### config.mk
export PLATFORM = sky130hd
export DESIGN_NAME = cpu_system_instruction_unit
export DESIGN_NICKNAME = d
export VERILOG_FILES = /design/src/hw/rtl/csiu_pkg.sv /design/src/hw/rtl/csiu_exec.sv /design/src/hw/rtl/cpu_system_instruction_unit.sv
export SDC_FILE = /design/constraint.sdc
export NUM_CORES = 1
export LEC_CHECK = 0
export ABC_CLOCK_PERIOD_IN_PS = 4700
export BUFFER_PORTS_ARGS = -buffer_cell sky130_fd_sc_hd__buf_2
export CAP_MARGIN = 5
export CORE_MARGIN = 2
export CORE_UTILIZATION = 35
export CTS_CLUSTER_SIZE = 8
export DETAILED_ROUTE_END_ITERATION = 8
export GPL_TIMING_DRIVEN = 1
export HOLD_SLACK_MARGIN = 0.15
export PLACE_DENSITY = 0.65
export SETUP_SLACK_MARGIN = 0.3
export SLEW_MARGIN = 20
export SYNTH_ARGS = -nofsm -noshare
export SYNTH_HDL_FRONTEND = slang
export SYNTH_HIERARCHICAL = 1
export SYNTH_SLANG_ARGS = --single-unit
### constraint.sdc
create_clock -name clk -period 4.7 [get_ports clk]
set_input_delay 1.175 -clock clk [delete_from_list [all_inputs] [get_ports clk]]
set_output_delay 1.175 -clock clk [all_outputs]
set_load 0.1 [all_outputs]
### src/hw/rtl/csiu_pkg.sv
// Shared types and opcode constants for the system instruction unit.
package csiu_pkg;

  // Exception kinds reported with each result word
  typedef enum logic [2:0] {
    EXC_NONE      = 3'd0,
    EXC_PRIVILEGE = 3'd1,
    EXC_TRAP      = 3'd2,
    EXC_TRAPV     = 3'd3,
    EXC_CHK       = 3'd4,
    EXC_ILLEGAL   = 3'd5,
    EXC_UNKNOWN   = 3'd6
  } exc_kind_t;

  // Exact instruction words
  localparam logic [15:0] OP_NOP     = 16'h4E71;
  localparam logic [15:0] OP_RESET   = 16'h4E70;
  localparam logic [15:0] OP_STOP    = 16'h4E72;
  localparam logic [15:0] OP_ILLEGAL = 16'h4AFC;
  localparam logic [15:0] OP_TRAPV   = 16'h4E76;

  // Pattern/mask pairs for instruction families
  localparam logic [15:0] MASK_VEC   = 16'hFFF0;
  localparam logic [15:0] MASK_EA    = 16'hFFC0;
  localparam logic [15:0] MASK_CHK   = 16'hF1C0;
  localparam logic [15:0] PAT_TRAP   = 16'h4E40;
  localparam logic [15:0] PAT_USP    = 16'h4E60;
  localparam logic [15:0] PAT_CHK    = 16'h4180;
  localparam logic [15:0] PAT_TAS    = 16'h4AC0;
  localparam logic [15:0] PAT_TO_SR  = 16'h46C0;
  localparam logic [15:0] PAT_TO_CCR = 16'h44C0;
  localparam logic [15:0] PAT_FR_SR  = 16'h40C0;

  // Status register fields
  localparam logic [15:0] SR_RESET   = 16'h2700;
  localparam logic [15:0] SR_HI_MASK = 16'hFF00;
  localparam logic [4:0]  CCR_MASK   = 5'h1F;
  localparam logic [7:0]  TAS_MARK   = 8'h80;
  localparam int unsigned SR_S_BIT   = 13;
  localparam int unsigned SR_N_BIT   = 3;
  localparam int unsigned SR_Z_BIT   = 2;
  localparam int unsigned SR_V_BIT   = 1;
  localparam int unsigned SR_C_BIT   = 0;

  // Result of executing one instruction word
  typedef struct packed {
    exc_kind_t   kind;
    logic [3:0]  trap_vector;
    logic        write_enable;
    logic [31:0] write_value;
    logic        leave_supervisor;
    logic        bus_reset;
    logic [7:0]  cycle_count;
  } exec_res_t;

  // Architectural state update produced by the execute logic
  typedef struct packed {
    logic [15:0] sr;
    logic        usp_we;
    logic [31:0] usp;
    logic        stopped;
  } state_upd_t;

endpackage

### src/hw/rtl/csiu_exec.sv
// Decode and execute logic for one system-group instruction word.
module csiu_exec
  import csiu_pkg::*;
(
  input  logic               [15:0] cmd,
  input  logic               [15:0] opw,
  input  logic signed        [15:0] dw,
  input  logic               [31:0] an,
  input  logic               [15:0] sr_cur,
  input  logic               [31:0] usp_cur,
  input  logic                      stopped_cur,
  output exec_res_t                 res,
  output state_upd_t                upd
);

  logic       sup;
  logic       mode_dreg;
  logic       is_priv;
  logic [7:0] tas_byte;

  assign sup       = sr_cur[SR_S_BIT];
  assign mode_dreg = (cmd[5:3] == 3'd0);
  assign tas_byte  = opw[7:0];
  assign is_priv   = (cmd inside {OP_RESET, OP_STOP}) ||
                     ((cmd & MASK_EA) == PAT_TO_SR) ||
                     ((cmd & MASK_VEC) == PAT_USP);

  // Priority decode, privilege check first
  always_comb begin
    res              = '0;
    res.kind         = EXC_NONE;
    upd.sr           = sr_cur;
    upd.usp_we       = 1'b0;
    upd.usp          = an;
    upd.stopped      = stopped_cur;

    if (is_priv && !sup) begin
      res.kind = EXC_PRIVILEGE;
    end else if (cmd == OP_NOP) begin
      res.cycle_count = 8'd4;
    end else if (cmd == OP_RESET) begin
      res.bus_reset   = 1'b1;
      res.cycle_count = 8'd132;
    end else if (cmd == OP_STOP) begin
      upd.sr               = opw;
      res.leave_supervisor = ~opw[SR_S_BIT];
      upd.stopped          = 1'b1;
      res.cycle_count      = 8'd4;
    end else if (cmd == OP_ILLEGAL) begin
      res.kind = EXC_ILLEGAL;
    end else if ((cmd & MASK_VEC) == PAT_TRAP) begin
      res.kind        = EXC_TRAP;
      res.trap_vector = cmd[3:0];
    end else if (cmd == OP_TRAPV) begin
      if (sr_cur[SR_V_BIT]) begin
        res.kind = EXC_TRAPV;
      end else begin
        res.cycle_count = 8'd4;
      end
    end else if ((cmd & MASK_CHK) == PAT_CHK) begin
      // Bounds check 0 <= Dn <= operand, signed
      if (dw[15]) begin
        upd.sr[SR_N_BIT] = 1'b1;
        res.kind         = EXC_CHK;
      end else if (dw > $signed(opw)) begin
        upd.sr[SR_N_BIT] = 1'b0;
        res.kind         = EXC_CHK;
      end else begin
        res.cycle_count = 8'd10;
      end
    end else if ((cmd & MASK_EA) == PAT_FR_SR) begin
      res.write_enable = 1'b1;
      res.write_value  = {16'd0, sr_cur};
      res.cycle_count  = mode_dreg ? 8'd6 : 8'd8;
    end else if ((cmd & MASK_EA) == PAT_TO_SR) begin
      upd.sr               = opw;
      res.leave_supervisor = ~opw[SR_S_BIT];
      res.cycle_count      = 8'd12;
    end else if ((cmd & MASK_EA) == PAT_TO_CCR) begin
      upd.sr          = (sr_cur & SR_HI_MASK) | {11'd0, opw[4:0] & CCR_MASK};
      res.cycle_count = 8'd12;
    end else if ((cmd & MASK_VEC) == PAT_USP) begin
      // Bit 3 picks direction: clear = An to USP
      if (!cmd[3]) begin
        upd.usp_we = 1'b1;
      end else begin
        res.write_enable = 1'b1;
        res.write_value  = usp_cur;
      end
      res.cycle_count = 8'd4;
    end else if ((cmd & MASK_EA) == PAT_TAS) begin
      upd.sr[SR_N_BIT] = tas_byte[7];
      upd.sr[SR_Z_BIT] = (tas_byte == 8'd0);
      upd.sr[SR_V_BIT] = 1'b0;
      upd.sr[SR_C_BIT] = 1'b0;
      res.write_enable = 1'b1;
      res.write_value  = {24'd0, tas_byte | TAS_MARK};
      res.cycle_count  = mode_dreg ? 8'd4 : 8'd14;
    end else begin
      res.kind = EXC_UNKNOWN;
    end
  end

endmodule

### src/hw/rtl/cpu_system_instruction_unit.sv
// Top level of the system instruction unit: word registers, state and result register.
//
// Executes one system-group instruction word per input word and returns one
// result word for it. The input channel (in_*) carries the instruction, the
// fetched operand, the CHK data register low word and an address register.
// The result channel (out_*) carries the exception kind in tuser and the
// trap vector, write-back, new status word, halted, supervisor-exit,
// bus-reset and base cycle count fields in tdata.
// A word accepted into the input register is executed combinationally and moves
// into the result register, which drives out_*, once that register is free or being drained.
// Throughput: one word per cycle while out_tready stays high; decode, a single signed
// 16-bit compare and the status masking sit between the input and result registers.
// State (status register, user stack pointer, stopped flag) is updated as a
// word moves into the result register, so the next word sees it at once.
// Reset loads the status register with 0x2700, clears USP and the stopped
// flag and empties both registers. When the receiver stalls the result word
// holds; the input register still takes one more word, then in_tready drops.
module cpu_system_instruction_unit
  import csiu_pkg::*;
(
  input  logic        clk,
  input  logic        rst_n,
  input  logic        in_tvalid,
  output logic        in_tready,
  // [15:0] command, [31:16] operand_word, [47:32] data_reg_word,
  // [79:48] address_reg_value
  input  logic [79:0] in_tdata,
  output logic        out_tvalid,
  input  logic        out_tready,
  // [3:0] trap_vector, [4] write_enable, [36:5] write_value,
  // [52:37] status_word, [53] halted, [54] leave_supervisor,
  // [55] bus_reset, [63:56] cycle_count
  output logic [63:0] out_tdata,
  // [2:0] exception_kind
  output logic [2:0]  out_tuser
);

  logic        s1_v_r, s1_v_nxt;
  logic [15:0] cmd_r;
  logic [15:0] opw_r;
  logic signed [15:0] dw_r;
  logic [31:0] an_r;
  logic        out_v_r, out_v_nxt;
  logic [63:0] out_data_r;
  logic [2:0]  out_user_r;
  logic [15:0] sr_r;
  logic [31:0] usp_r;
  logic        stopped_r;
  logic        adv;
  logic        in_acc;
  exec_res_t   res;
  state_upd_t  upd;

  // Handshake: execute when the result register is free or being drained
  assign adv       = s1_v_r && (!out_v_r || out_tready);
  assign in_tready = !s1_v_r || adv;
  assign in_acc    = in_tvalid && in_tready;
  assign s1_v_nxt  = in_acc ? 1'b1 : (adv ? 1'b0 : s1_v_r);
  assign out_v_nxt = adv ? 1'b1 : (out_tready ? 1'b0 : out_v_r);

  // Execute logic
  csiu_exec u_exec (
    .cmd        (cmd_r),
    .opw        (opw_r),
    .dw         (dw_r),
    .an         (an_r),
    .sr_cur     (sr_r),
    .usp_cur    (usp_r),
    .stopped_cur(stopped_r),
    .res        (res),
    .upd        (upd)
  );

  // Control and architectural state
  always_ff @(posedge clk) begin
    if (!rst_n) begin
      s1_v_r    <= 1'b0;
      out_v_r   <= 1'b0;
      sr_r      <= SR_RESET;
      usp_r     <= 32'd0;
      stopped_r <= 1'b0;
    end else begin
      s1_v_r  <= s1_v_nxt;
      out_v_r <= out_v_nxt;
      if (adv) begin
        sr_r      <= upd.sr;
        stopped_r <= upd.stopped;
        if (upd.usp_we) begin
          usp_r <= upd.usp;
        end
      end
    end
  end

  // Input word register
  always_ff @(posedge clk) begin
    if (in_acc) begin
      cmd_r <= in_tdata[15:0];
      opw_r <= in_tdata[31:16];
      dw_r  <= $signed(in_tdata[47:32]);
      an_r  <= in_tdata[79:48];
    end
  end

  // Result word register
  always_ff @(posedge clk) begin
    if (adv) begin
      out_user_r <= res.kind;
      out_data_r <= {res.cycle_count, res.bus_reset, res.leave_supervisor,
                     upd.stopped, upd.sr, res.write_value, res.write_enable,
                     res.trap_vector};
    end
  end

  assign out_tvalid = out_v_r;
  assign out_tdata  = out_data_r;
  assign out_tuser  = out_user_r;

  // Once stopped, the flag stays set until reset
  a_stop_sticky: assert property (@(posedge clk) disable iff (!rst_n)
    stopped_r |=> stopped_r)
    else $error("stopped flag cleared without reset");

  // Exceptions report zero base cycles
  a_exc_cycles: assert property (@(posedge clk) disable iff (!rst_n)
    (out_v_r && out_user_r != EXC_NONE) |-> (out_data_r[63:56] == 8'd0))
    else $error("nonzero cycle count on exception");

  // Reported status word matches the committed status register
  a_sr_match: assert property (@(posedge clk) disable iff (!rst_n)
    adv |=> (out_data_r[52:37] == sr_r))
    else $error("status word does not match status register");

  // An empty input register always takes a word
  a_ready_empty: assert property (@(posedge clk) disable iff (!rst_n)
    !s1_v_r |-> in_tready)
    else $error("input stalled while input register empty");

endmodule

==> results.md <==
* Status: complete, no violations
* Most used flip-flop cell after synthesis: edfxtp_1
* Root Driver: clkbuf_16
* Critical-path maximum fanout at 13
* Vias at 5518
* WP data required at 3.52 ns
* Gr ovfl total at 0
* Final setup skew at roughly 0.008 ns
* Layout cells sized above 1 at between 20% and 30%
* Synth top area cells: edfxtp_1 (52%), dfxtp_1 (12%), mux2i_1 (5.4%)
* CP max stage delay at 0.40 ns
* First-pass GRT wire length at about 31 mm
* Leak at 3.909 nW
* Fmax at 305.7 MHz
* Placer Congestion at 0.8239
* RSZ-0062 raised after global routing: false
* VDD IR max at 0.0001719 V
* Register bit total from synthesis at 198
* Initial drt markers at between 400 and 500
* GRT Total Usage at 15.60%
* Post-layout nets at 885
* Starting Density at a little over a third
* Die width at 160.1 um
* Slew headroom at 31.77%
* Total Neg Setup Slack at 0 ns
* Pins Over Slew Limit at 0
* Sequential share of the synthesized area at between 60 and 70%
* DR vias/cell at 4.914
* Die area at 25630 um^2
* Syn Area/Cell at 12.69 um^2
* Multi-input logic area at 2564 um^2
* Drt drc at 0
* Most frequent cell after synthesis: edfxtp_1
* Clk sink count at 198
* Antenna violations before repair at 2
* H-tree levels at 4
* Worst hold-check path type: flip-flop to flip-flop
* WP buf/inv at 2
* Core Area at 24110 um^2
* Setup CP Type: input port to output port
* Register-to-register setup slack at 1.43 ns
* Post-cts repair resize count at 0
* CTS tree: yes
* Die Y-Extent at 160.1 um
* Num CTS Buffers at 17
* Worst skew pair latency at between 0.4 and 0.5 ns
* Hold Slack at 0.4537 ns
* Largest net degree at the start of global routing at between 90 and 100
* Ports at 153
* Synth Instances at 672
* Post-Syn Area at 8528 um^2
* Crit start category: input port
* Tcrit/Tclk final at 69.60%
* Area Overhead vs Synth at 16.20%
* Power Dens Cells at 373.7 nW/um^2
* Post-synth EDFFs at 147
* ANT nets after route at 0
* Hpwl dp at between 10 and 15 mm
* Worst-path cell chain: buf_2 > and2b_4 > nand2_1 > buf_2
* Distinct cells, synth at between 70 and 80
* Filler Cells Inserted at approximately 2400
* Placement Rows at 57
* Routed wire length at 19.75 mm
* Min Tclk post-route at 3.271 ns
* Worst slew pin tran at 1.019 ns
* Drt wl/cell at 17.58 um
* IO Port Bufs at roughly 150
* Post-synth top area share at 51.76%
* Final setup violation count at 0
* Max clock buf depth at 2
* Most numerous cell on the critical path: buf_2
* Vias in the first global route at between 5000 and 6000
* Asr flop ratio synth at 0%
* Post-CTS Hold Buffers at 0
* CP arrival at 2.10 ns
* Router iterations before antenna repair at 6
* Final hold vios at 0
* CP top delay family: simple AND/OR/NAND/NOR gates
* Storage cell area at 5435 um^2
* Synth area leader: edfxtp_1
* CTS clk-pin slew, worst paths at 0.07 ns
* Slowest stage cell, crit path: and2b_4
* Synth warn at 6
* Post-synth top cells: edfxtp_1 (147), nand2_1 (109), dfxtp_1 (51)
* Post-CTS Setup Bufs at 0
* Critical path capture point type: output port
* MaxCap Viol Count at 0
-- tightest hold or removal path: cells and delay by family (launching register included) --
kind | cells | cell delay (ns)
AND/OR/NAND/NOR | 1 | 0.05
multiplexers | 1 | 0.05
flip-flops | 1 | 0.31
-- report_power, final --
part	internal, mW	total [mW]	switching [mW]
registers	1.94	1.98	0.0400
clock network	0.783	1.43	0.642
logic	0.0763	0.298	0.222
-- state kept, by name (all words and copies together), names as in the netlist --
register / flops
opw_r: 16
cmd_r: 16
out_tdata: 64
s1_v_r: 1
out_tuser: 3
dw_r: 16
usp_r: 32
an_r: 32
out_tvalid: 1
sr_r: 16
stopped_r: 1
-- metrics by stage --
stage / instances / cell area, um^2 / power (mW) / worst slack (ns) / utilization [%]
after global routing: 1123 / 9910 / 3.840 / 1.237 / 41.11
final: 1123 / 9910 / 3.703 / 1.429 / 41.11
after CTS: 1120 / 9864 / 3.750 / 1.426 / 40.92
after detailed placement: 1088 / 9299 / 2.316 / 1.426 / 38.58
after floorplan: 675 / 8541 / 2.242 / 0.9106 / -
after global placement: 1088 / 9299 / 2.313 / 1.439 / 38.58
-- per-layer routing --
| layer | wire [um] | track usage, % | vias to the layer above |
|---|---|---|---|
| met5 | 16 | 0 | - |
| li1 | - | - | 2644 |
| met3 | 1132 | 3.948 | 24 |
| met1 | 9029 | 20.87 | 2665 |
| met2 | 9293 | 25.54 | 183 |
| met4 | 274 | 3.726 | 2 |
-- layout make-up --
class | instances | share of cell area [%]
multi-input cells | 384 | 25.87
clock buffers | 19 | 4.369
diodes | 1 | 0.02525
inverters | 25 | 0.9470
well taps | 324 | 4.091
flip-flops and latches | 198 | 54.85
clock inverters | 13 | 1.338
repair buffers | 159 | 8.510
-- cell families after synthesis --
group                    synth area share [%]
AND/OR/NAND/NOR                         13.76
flip-flops                              63.73
buffers and inverters                   6.470
AO/OA/AOI/OAI                           7.321
multiplexers                            6.323
adder cells (fa/ha/maj)                 2.347
other                                 0.04397
-- path summary, 6_finish.rpt --
check                   from   endpoint  depth (start not counted)
setup reg to reg   cmd_r[13]   sr_r[10]                          7
hold reg to reg    usp_r[28]  usp_r[28]                          2
setup / recovery  out_tready  in_tready                          4
hold / removal     usp_r[28]  usp_r[28]                          2
-- placed cells by master (no fill, tap or decap), drive strengths merged, types with 16 or more instances in the layout --
cell type,n
nor2,30
clkbuf,19
ha,16
dfxtp,51
edfxtp,147
and3,17
nand2,111
buf,159
mux2i,46
inv,26
(Power assumes the default switching activity.)
